[src/rtl/gref_pkg.sv]
// shared action and status codes for the grant reference free-list allocator
`default_nettype none

package gref_pkg;

    localparam logic [2:0] ACT_ALLOC      = 3'd0;
    localparam logic [2:0] ACT_FREE_ONE   = 3'd1;
    localparam logic [2:0] ACT_FREE_CHAIN = 3'd2;
    localparam logic [2:0] ACT_CLAIM      = 3'd3;
    localparam logic [2:0] ACT_RELEASE    = 3'd4;

    localparam logic STATUS_OK       = 1'b0;
    localparam logic STATUS_NO_SPACE = 1'b1;

endpackage

`default_nettype wire

[src/rtl/gref_ram.sv]
// generic single write port, single read port ram with registered read data
`default_nettype none

module gref_ram #(
    parameter int WIDTH = 9,
    parameter int DEPTH = 256
) (
    input  wire logic                     clk,
    input  wire logic                     we,
    input  wire logic [$clog2(DEPTH)-1:0] waddr,
    input  wire logic [WIDTH-1:0]         wdata,
    input  wire logic                     re,
    input  wire logic [$clog2(DEPTH)-1:0] raddr,
    output logic      [WIDTH-1:0]         rdata
);

    logic [WIDTH-1:0] mem [DEPTH];
    logic [WIDTH-1:0] rdata_reg;

    always_ff @(posedge clk)
    begin
        if (we)
        begin
            mem[waddr] <= wdata;
        end
        if (re)
        begin
            rdata_reg <= mem[raddr];
        end
    end

    assign rdata = rdata_reg;

endmodule

`default_nettype wire

[src/rtl/grant_ref_free_list_allocator_core.sv]
// top level: free list of grant references kept as next-links in a ram
//
// input channel: in_valid / in_stall with action, count, entry_ref and
// caller_head; one word is taken only while the sequencer is idle.
// output channel: out_valid / out_stall with status, result_ref,
// new_caller_head and free_left; exactly one output word per input word.
// each word passes through the exec and done states; alloc and free chain
// also walk the links in the walk or chain state (alloc counts 0 as 1 and
// stops early on a short list), and claim reads its link in the claim state.
// no new word is taken until the previous one has left the done state; the
// link walks run at one ram read per cycle through the single read port.
// after reset a clearing pass writes the initial links, one entry per
// cycle; in_stall stays high during the pass.
// a finished word sits in the output register while out_stall is high,
// and the next item may be accepted meanwhile but waits to retire.
`default_nettype none

module grant_ref_free_list_allocator_core #(
    parameter int ENTRIES  = 256,
    parameter int RESERVED = 8
) (
    input  wire logic                            clk,
    input  wire logic                            rst_n,
    input  wire logic                            in_valid,
    output logic                                 in_stall,
    input  wire logic [2:0]                      action,
    input  wire logic [$clog2(ENTRIES+2)-1:0]    count,
    input  wire logic [$clog2(ENTRIES+2)-1:0]    entry_ref,
    input  wire logic [$clog2(ENTRIES+2)-1:0]    caller_head,
    output logic                                 out_valid,
    input  wire logic                            out_stall,
    output logic                                 status,
    output logic      [$clog2(ENTRIES+2)-1:0]    result_ref,
    output logic      [$clog2(ENTRIES+2)-1:0]    new_caller_head,
    output logic      [$clog2(ENTRIES+2)-1:0]    free_left
);

    localparam int REF_W = $clog2(ENTRIES + 2);
    localparam int IDX_W = $clog2(ENTRIES);
    localparam logic [REF_W-1:0] END_MARK  = REF_W'(ENTRIES + 1);
    localparam logic [REF_W-1:0] ENT_REF   = REF_W'(ENTRIES);
    localparam logic [REF_W-1:0] RESV_REF  = REF_W'(RESERVED);
    localparam logic [REF_W-1:0] FREE_INIT = REF_W'(ENTRIES - RESERVED);
    localparam logic [IDX_W-1:0] LAST_IDX  = IDX_W'(ENTRIES - 1);

    typedef enum logic [2:0] {
        ST_INIT,
        ST_IDLE,
        ST_EXEC,
        ST_WALK,
        ST_CHAIN,
        ST_CLAIM,
        ST_DONE
    } state_t;

    state_t            state_reg, state_next;
    logic [IDX_W-1:0]  init_cnt_reg, init_cnt_next;
    logic [2:0]        act_reg, act_next;
    logic [REF_W-1:0]  cnt_reg, cnt_next;
    logic [REF_W-1:0]  eref_reg, eref_next;
    logic [REF_W-1:0]  phead_reg, phead_next;
    logic [REF_W-1:0]  free_head_reg, free_head_next;
    logic [REF_W-1:0]  free_total_reg, free_total_next;
    logic [REF_W-1:0]  cur_reg, cur_next;
    logic [REF_W-1:0]  k_reg, k_next;
    logic              res_status_reg, res_status_next;
    logic [REF_W-1:0]  res_ref_reg, res_ref_next;
    logic [REF_W-1:0]  res_newp_reg, res_newp_next;
    logic              out_valid_reg, out_valid_next;
    logic              status_reg, status_next;
    logic [REF_W-1:0]  result_ref_reg, result_ref_next;
    logic [REF_W-1:0]  new_caller_head_reg, new_caller_head_next;
    logic [REF_W-1:0]  free_left_reg, free_left_next;

    logic              ram_we;
    logic [IDX_W-1:0]  ram_waddr;
    logic [REF_W-1:0]  ram_wdata;
    logic              ram_re;
    logic [IDX_W-1:0]  ram_raddr;
    logic [REF_W-1:0]  ram_rdata;
    logic [REF_W-1:0]  init_val;
    logic [REF_W-1:0]  nx;

    function automatic logic [REF_W-1:0] sat_add(input logic [REF_W-1:0] a,
                                                 input logic [REF_W-1:0] b);
        logic [REF_W:0] sum;
        sum = {1'b0, a} + {1'b0, b};
        if (sum > {1'b0, ENT_REF})
        begin
            return ENT_REF;
        end
        return sum[REF_W-1:0];
    endfunction

    gref_ram #(
        .WIDTH (REF_W),
        .DEPTH (ENTRIES)
    ) u_link_ram (
        .clk   (clk),
        .we    (ram_we),
        .waddr (ram_waddr),
        .wdata (ram_wdata),
        .re    (ram_re),
        .raddr (ram_raddr),
        .rdata (ram_rdata)
    );

    assign nx = ram_rdata;
    assign init_val = (REF_W'(init_cnt_reg) >= RESV_REF && init_cnt_reg != LAST_IDX)
                      ? REF_W'(init_cnt_reg) + REF_W'(1) : END_MARK;

    always_comb
    begin
        state_next            = state_reg;
        init_cnt_next         = init_cnt_reg;
        act_next              = act_reg;
        cnt_next              = cnt_reg;
        eref_next             = eref_reg;
        phead_next            = phead_reg;
        free_head_next        = free_head_reg;
        free_total_next       = free_total_reg;
        cur_next              = cur_reg;
        k_next                = k_reg;
        res_status_next       = res_status_reg;
        res_ref_next          = res_ref_reg;
        res_newp_next         = res_newp_reg;
        out_valid_next        = out_valid_reg;
        status_next           = status_reg;
        result_ref_next       = result_ref_reg;
        new_caller_head_next  = new_caller_head_reg;
        free_left_next        = free_left_reg;
        ram_we                = 1'b0;
        ram_waddr             = '0;
        ram_wdata             = '0;
        ram_re                = 1'b0;
        ram_raddr             = '0;

        if (out_valid_reg && !out_stall)
        begin
            out_valid_next = 1'b0;
        end

        unique case (state_reg)
            ST_INIT:
            begin
                ram_we    = 1'b1;
                ram_waddr = init_cnt_reg;
                ram_wdata = init_val;
                if (init_cnt_reg == LAST_IDX)
                begin
                    state_next = ST_IDLE;
                end
                else
                begin
                    init_cnt_next = init_cnt_reg + IDX_W'(1);
                end
            end
            ST_IDLE:
            begin
                if (in_valid)
                begin
                    act_next   = action;
                    cnt_next   = (count == '0) ? REF_W'(1) : count;
                    eref_next  = entry_ref;
                    phead_next = caller_head;
                    state_next = ST_EXEC;
                end
            end
            ST_EXEC:
            begin
                res_status_next = gref_pkg::STATUS_OK;
                res_ref_next    = END_MARK;
                res_newp_next   = phead_reg;
                state_next      = ST_DONE;
                unique case (act_reg)
                    gref_pkg::ACT_ALLOC:
                    begin
                        if (free_total_reg < cnt_reg || free_head_reg >= ENT_REF)
                        begin
                            res_status_next = gref_pkg::STATUS_NO_SPACE;
                        end
                        else
                        begin
                            res_ref_next    = free_head_reg;
                            free_total_next = free_total_reg - cnt_reg;
                            cur_next        = free_head_reg;
                            k_next          = REF_W'(1);
                            ram_re          = 1'b1;
                            ram_raddr       = free_head_reg[IDX_W-1:0];
                            state_next      = ST_WALK;
                        end
                    end
                    gref_pkg::ACT_FREE_ONE:
                    begin
                        if (eref_reg < ENT_REF)
                        begin
                            ram_we          = 1'b1;
                            ram_waddr       = eref_reg[IDX_W-1:0];
                            ram_wdata       = free_head_reg;
                            free_head_next  = eref_reg;
                            free_total_next = sat_add(free_total_reg, REF_W'(1));
                        end
                    end
                    gref_pkg::ACT_FREE_CHAIN:
                    begin
                        if (eref_reg < ENT_REF)
                        begin
                            cur_next   = eref_reg;
                            k_next     = REF_W'(1);
                            ram_re     = 1'b1;
                            ram_raddr  = eref_reg[IDX_W-1:0];
                            state_next = ST_CHAIN;
                        end
                    end
                    gref_pkg::ACT_CLAIM:
                    begin
                        if (phead_reg >= ENT_REF)
                        begin
                            res_status_next = gref_pkg::STATUS_NO_SPACE;
                        end
                        else
                        begin
                            res_ref_next = phead_reg;
                            ram_re       = 1'b1;
                            ram_raddr    = phead_reg[IDX_W-1:0];
                            state_next   = ST_CLAIM;
                        end
                    end
                    gref_pkg::ACT_RELEASE:
                    begin
                        if (eref_reg < ENT_REF)
                        begin
                            ram_we        = 1'b1;
                            ram_waddr     = eref_reg[IDX_W-1:0];
                            ram_wdata     = phead_reg;
                            res_newp_next = eref_reg;
                        end
                    end
                    default:
                    begin
                        state_next = ST_DONE;
                    end
                endcase
            end
            ST_WALK:
            begin
                if (k_reg < cnt_reg && nx < ENT_REF)
                begin
                    cur_next  = nx;
                    k_next    = k_reg + REF_W'(1);
                    ram_re    = 1'b1;
                    ram_raddr = nx[IDX_W-1:0];
                end
                else
                begin
                    free_head_next = nx;
                    ram_we         = 1'b1;
                    ram_waddr      = cur_reg[IDX_W-1:0];
                    ram_wdata      = END_MARK;
                    state_next     = ST_DONE;
                end
            end
            ST_CHAIN:
            begin
                if (k_reg <= ENT_REF && nx < ENT_REF)
                begin
                    cur_next  = nx;
                    k_next    = k_reg + REF_W'(1);
                    ram_re    = 1'b1;
                    ram_raddr = nx[IDX_W-1:0];
                end
                else
                begin
                    ram_we          = 1'b1;
                    ram_waddr       = cur_reg[IDX_W-1:0];
                    ram_wdata       = free_head_reg;
                    free_head_next  = eref_reg;
                    free_total_next = sat_add(free_total_reg, k_reg);
                    state_next      = ST_DONE;
                end
            end
            ST_CLAIM:
            begin
                res_newp_next = nx;
                state_next    = ST_DONE;
            end
            ST_DONE:
            begin
                if (!out_valid_reg || !out_stall)
                begin
                    out_valid_next        = 1'b1;
                    status_next           = res_status_reg;
                    result_ref_next       = res_ref_reg;
                    new_caller_head_next  = res_newp_reg;
                    free_left_next        = free_total_reg;
                    state_next            = ST_IDLE;
                end
            end
            default:
            begin
                state_next = ST_IDLE;
            end
        endcase
    end

    always_ff @(posedge clk or negedge rst_n)
    begin
        if (!rst_n)
        begin
            state_reg      <= ST_INIT;
            init_cnt_reg   <= '0;
            free_head_reg  <= RESV_REF;
            free_total_reg <= FREE_INIT;
            out_valid_reg  <= 1'b0;
        end
        else
        begin
            state_reg      <= state_next;
            init_cnt_reg   <= init_cnt_next;
            free_head_reg  <= free_head_next;
            free_total_reg <= free_total_next;
            out_valid_reg  <= out_valid_next;
        end
    end

    always_ff @(posedge clk)
    begin
        act_reg              <= act_next;
        cnt_reg              <= cnt_next;
        eref_reg             <= eref_next;
        phead_reg            <= phead_next;
        cur_reg              <= cur_next;
        k_reg                <= k_next;
        res_status_reg       <= res_status_next;
        res_ref_reg          <= res_ref_next;
        res_newp_reg         <= res_newp_next;
        status_reg           <= status_next;
        result_ref_reg       <= result_ref_next;
        new_caller_head_reg  <= new_caller_head_next;
        free_left_reg        <= free_left_next;
    end

    assign in_stall         = (state_reg != ST_IDLE);
    assign out_valid        = out_valid_reg;
    assign status           = status_reg;
    assign result_ref       = result_ref_reg;
    assign new_caller_head  = new_caller_head_reg;
    assign free_left        = free_left_reg;

endmodule

`default_nettype wire

[config.mk]
export PLATFORM = sky130hd
export DESIGN_NAME = grant_ref_free_list_allocator_core
export DESIGN_NICKNAME = d
export VERILOG_FILES = /design/src/rtl/gref_pkg.sv /design/src/rtl/gref_ram.sv /design/src/rtl/grant_ref_free_list_allocator_core.sv
export SDC_FILE = /design/constraint.sdc
export NUM_CORES = 2
export LEC_CHECK = 0
export BUFFER_PORTS_ARGS = -buffer_cell sky130_fd_sc_hd__buf_2
export CAP_MARGIN = 20
export CELL_PAD_IN_SITES_DETAIL_PLACEMENT = 1
export CELL_PAD_IN_SITES_GLOBAL_PLACEMENT = 1
export CORE_UTILIZATION = 46
export CTS_BUF_LIST = sky130_fd_sc_hd__clkbuf_16
export CTS_CLUSTER_DIAMETER = 40
export CTS_CLUSTER_SIZE = 10
export DETAILED_ROUTE_END_ITERATION = 10
export GPL_TIMING_DRIVEN = 0
export MAX_ROUTING_LAYER = met4
export PLACE_DENSITY = 0.71
export SLEW_MARGIN = 20
export SYNTH_ARGS = -nofsm -noshare
export SYNTH_HDL_FRONTEND = slang
export SYNTH_HIERARCHICAL = 1
export SYNTH_SLANG_ARGS = --single-unit
[constraint.sdc]
create_clock -name clk -period 23.6 [get_ports clk]
set_input_delay 4.72 -clock clk [delete_from_list [all_inputs] [get_ports clk]]
set_output_delay 4.72 -clock clk [all_outputs]
set_load 0.02 [all_outputs]
==> impl_metrics.py <==
metrics = {
    "global_routing": {
        "grt_pass1_wl_mm": 453.7,
        "grt_max_degree": 114,
        "grt_pass1_vias": 56304,
        "antenna_found_initial": 19,
        "grt_overflow": 0,
        "grtUsageTotal_pct": 32.45,
    },
    "synthesis": {
        "ys_ff_latch": 2437,
        "ys_seq_area_share_pct": 75.68,
        "async_flop_share_pct": 1.231,
        "synth_fp_nets": 4991,
        "ys_types": 85,
        "synth_edf_count": 2407,
        "synth_area_um2": 96510,
        "ys_warn_count": 6,
        "syn_avg_cell_area_um2": 19.60,
        "ys.flop_type": "edfxtp_1",
        "syn_inst": 4923,
    },
    "detailed_routing": {
        "vias": 56438,
        "wl_mm": 334.5,
        "drtIter0Drc": 8954,
        "viasPerCell": 6.704,
        "first_pass_iters": 7,
        "ant_nets": 0,
        "wl_per_cell_um": 39.73,
        "drc": 0,
    },
    "critical_path": {
        "required_ns": 24.23,
        "crit_type": "flop to flop",
        "endpoint_kind": "flop",
        "crit_arrival_ns": 9.04,
        "path_max_fanout": 11,
        "cp-start-kind": "flop",
    },
    "clock_network": {
        "ctsRootBufferMaster": "clkbuf_16",
        "cts_buffers": 351,
        "h-tree-depth": 5,
        "cts.sinks": 2437,
        "clk_path_buf_depth": 4,
        "cts_hold_buf": 0,
        "clk_latency_ns": 0.97,
        "post-cts-setup-buffers": 0,
        "postCtsResizedCells": 0,
        "clkSlewWorstSetupHoldPaths_ns": 0.05,
        "cts_tree": "yes",
    },
    "finish": {
        "largest_reg_flops": 2304,
        "fillers": 18362,
        "final_cell_area_um2": 112800,
        "top_register": "u_link_ram/mem",
        "area_delta_synth_final_pct": 16.84,
        "drive_gt1_share_pct": 24.43,
        "final_nets": 5477,
    },
    "timing": {
        "max_freq_mhz": 119.0,
        "slew_headroom_pct": 8.815,
        "fin_crit_sh_pct": 35.61,
        "hold_ws_ns": 0.4177,
        "hold_violations": 0,
        "slew_viol_final": 0,
        "min_period_ns": 8.404,
        "setup_viol": 0,
        "finalClockSkew_ns": 0.07615,
        "grt_setup_unrepaired": "no",
        "worstMarginPinSlew_ns": 1.355,
    },
    "placement": {
        "numPortBuffers": 63,
        "dp_hpwl_mm": 225.3,
        "dpl_cell_area_um2": 102200,
        "place_congestion": 0.9934,
    },
    "status": {
        "status": "complete, no violations",
    },
    "die": {
        "die_area_um2": 211600,
        "ios": 64,
        "die_x_um": 460.0,
        "rows": 167,
        "coreArea_um2": 207700,
        "die_h_um": 460.0,
        "start_util_pct": 46.47,
    },
    "flow_run": {
        "cap_violations": 0,
    },
    "power_and_ir_drop": {
        "leakagePower_nw": 33.70,
        "ir_drop_v": 0.00007396,
        "power_per_cell_area_nw_per_um2": 84.06,
    },
    "hold_path": {
        "min_path_type": "flop to flop",
    },
}
-- power breakdown --
part                      switching (W)  internal, W
clock network                   0.00185      0.00293
logic                        0.00000282   0.00000230
registers      0.0000000000000000000129      0.00469
-- critical path: stages, from the launching register on --
cell	delay, ns
dfrtp_1	0.61
inv_1	0.12
ha_1	0.23
nor2b_1	0.24
o31a_1	0.23
a31oi_1	0.22
a211oi_1	0.46
clkbuf_1	0.50
a22o_1	0.28
a21oi_1	0.07
o21ai_2	0.46
buf_2	0.50
and2_1	0.19
clkbuf_1	0.78
clkbuf_1	0.95
a22oi_1	0.31
a21oi_1	0.72
a211oi_1	0.33
nor4_1	0.87
-- final cells by class --
cell class	count	area, um^2	share of cell area [%]
timing repair buffer	133	1838	1.630
buffer	290	1717	1.522
clock inverter	190	1504	1.334
inverter	39	161.4	0.1431
clock buffer	358	8959	7.945
sequential	2437	73040	64.77
antenna	26	65.06	0.05770
tap	2788	3488	3.094
multi-input combinational	2157	21990	19.50
-- logic make-up after synthesis --
kind of cell,after synthesis,synth area share (%)
AO/OA/AOI/OAI,667,4.754
multiplexers,702,13.53
flip-flops,2437,75.68
XOR/XNOR,29,0.2632
buffers and inverters,329,1.889
adder cells (fa/ha/maj),34,0.4564
AND/OR/NAND/NOR,725,3.429
-- cells in the mapped netlist (6+ instances only) --
| cell | n | area share [%] |
|---|---|---|
| o22ai_1 | 68 | 0.44 |
| a221oi_1 | 12 | 0.11 |
| buf_1 | 14 | 0.054 |
| and3_1 | 12 | 0.078 |
| a22o_1 | 15 | 0.14 |
| nor2b_1 | 34 | 0.22 |
| clkbuf_1 | 148 | 0.58 |
| nand2b_1 | 15 | 0.097 |
| nor3_1 | 37 | 0.19 |
| a211oi_1 | 35 | 0.27 |
| o21a_1 | 8 | 0.062 |
| nor2_1 | 368 | 1.4 |
| or3_1 | 12 | 0.078 |
| nand3b_1 | 6 | 0.047 |
| o21ai_1 | 7 | 0.036 |
| xor2_1 | 13 | 0.12 |
| buf_2 | 57 | 0.30 |
| mux2i_1 | 194 | 2.0 |
| buf_6 | 26 | 0.30 |
| o221ai_1 | 35 | 0.32 |
| mux4_2 | 467 | 11 |
| a21oi_1 | 153 | 0.79 |
| edfxtp_1 | 2407 | 75 |
| dfstp_2 | 6 | 0.16 |
| buf_8 | 12 | 0.19 |
| dfrtp_1 | 24 | 0.62 |
| a222oi_1 | 11 | 0.11 |
| buf_4 | 28 | 0.22 |
| xnor2_1 | 16 | 0.15 |
| mux4_1 | 9 | 0.25 |
| o31a_1 | 12 | 0.11 |
| a21o_1 | 7 | 0.054 |
| nor3b_1 | 6 | 0.047 |
| a31oi_1 | 14 | 0.091 |
| ha_1 | 32 | 0.41 |
| nand2_1 | 107 | 0.42 |
| nand3_1 | 49 | 0.25 |
| nand4_1 | 15 | 0.097 |
| or2_2 | 6 | 0.039 |
| o21ai_0 | 61 | 0.32 |
| nor4_1 | 35 | 0.23 |
| inv_1 | 38 | 0.15 |
| mux2_2 | 32 | 0.37 |
| a22oi_1 | 175 | 1.4 |
-- cell usage in the layout (no fill, tap or decap), types with 34 or more instances in the layout --
cell / Yosys / final
mux2i_1: 194 / 194
buf_2: 57 / 125
nor3_1: 37 / 36
a211oi_1: 35 / 34
nor2_2: 0 / 53
nor2b_1: 34 / 34
a22oi_1: 175 / 175
edfxtp_1: 2407 / 2407
mux4_2: 467 / 467
o21ai_0: 61 / 57
buf_4: 28 / 39
inv_1: 38 / 80
a21oi_1: 153 / 151
nor2_1: 368 / 314
nand2_1: 107 / 107
clkbuf_16: 0 / 358
nand3_1: 49 / 49
clkinv_1: 1 / 39
clkbuf_1: 148 / 121
buf_16: 0 / 40
o22ai_1: 68 / 68
clkinv_2: 0 / 44
o221ai_1: 35 / 35
-- worst paths after layout --
path | startpoint | end | slack [ns] | cells past startpoint
max in group asynchronous | rst_n | init_cnt_reg[1]$_DFFE_PN0P_ | 19.17 | 1
worst max register to register | free_total_reg[0]$_DFFE_PN0P_ | u_link_ram/rdata[4]$_DFFE_PP_ | 15.20 | 18
worst min register to register | res_newp_reg[7]$_DFFE_PP_ | new_caller_head[7]$_DFFE_PP_ | 0.42 | 0
min in group asynchronous | rst_n | init_cnt_reg[2]$_DFFE_PN0P_ | 3.87 | 1
worst max-delay path | free_total_reg[0]$_DFFE_PN0P_ | u_link_ram/rdata[4]$_DFFE_PP_ | 15.20 | 18
worst min-delay path | res_newp_reg[7]$_DFFE_PP_ | new_caller_head[7]$_DFFE_PP_ | 0.42 | 0
-- routing by layer --
layer	GRT usage, %	part of all wire [%]	vias up	routed length (um)
met2	46.63	45	4312	149600
met1	40.98	36	29795	120000
li1	-	-	21396	-
met3	10.25	13	935	44890
met5	-	0	-	0
met4	17.85	6.0	0	20010
-- through the flow --
stage / setup TNS, ns / power (W) / setup WS (ns) / std cells / utilization, %
after floorplan: 0 / 0.004774 / 10.26 / 4923 / -
after global placement: -330.34 / 0.004778 / -1.342 / 7774 / 48.30
after detailed placement: 0 / 0.004778 / 15.80 / 7843 / 49.19
after CTS: 0 / 0.009514 / 15.82 / 8391 / 54.22
after global routing: 0 / 0.009652 / 15.19 / 8406 / 54.28
final: 0 / 0.009479 / 15.20 / 8418 / 54.29
(Power assumes the default switching activity.)
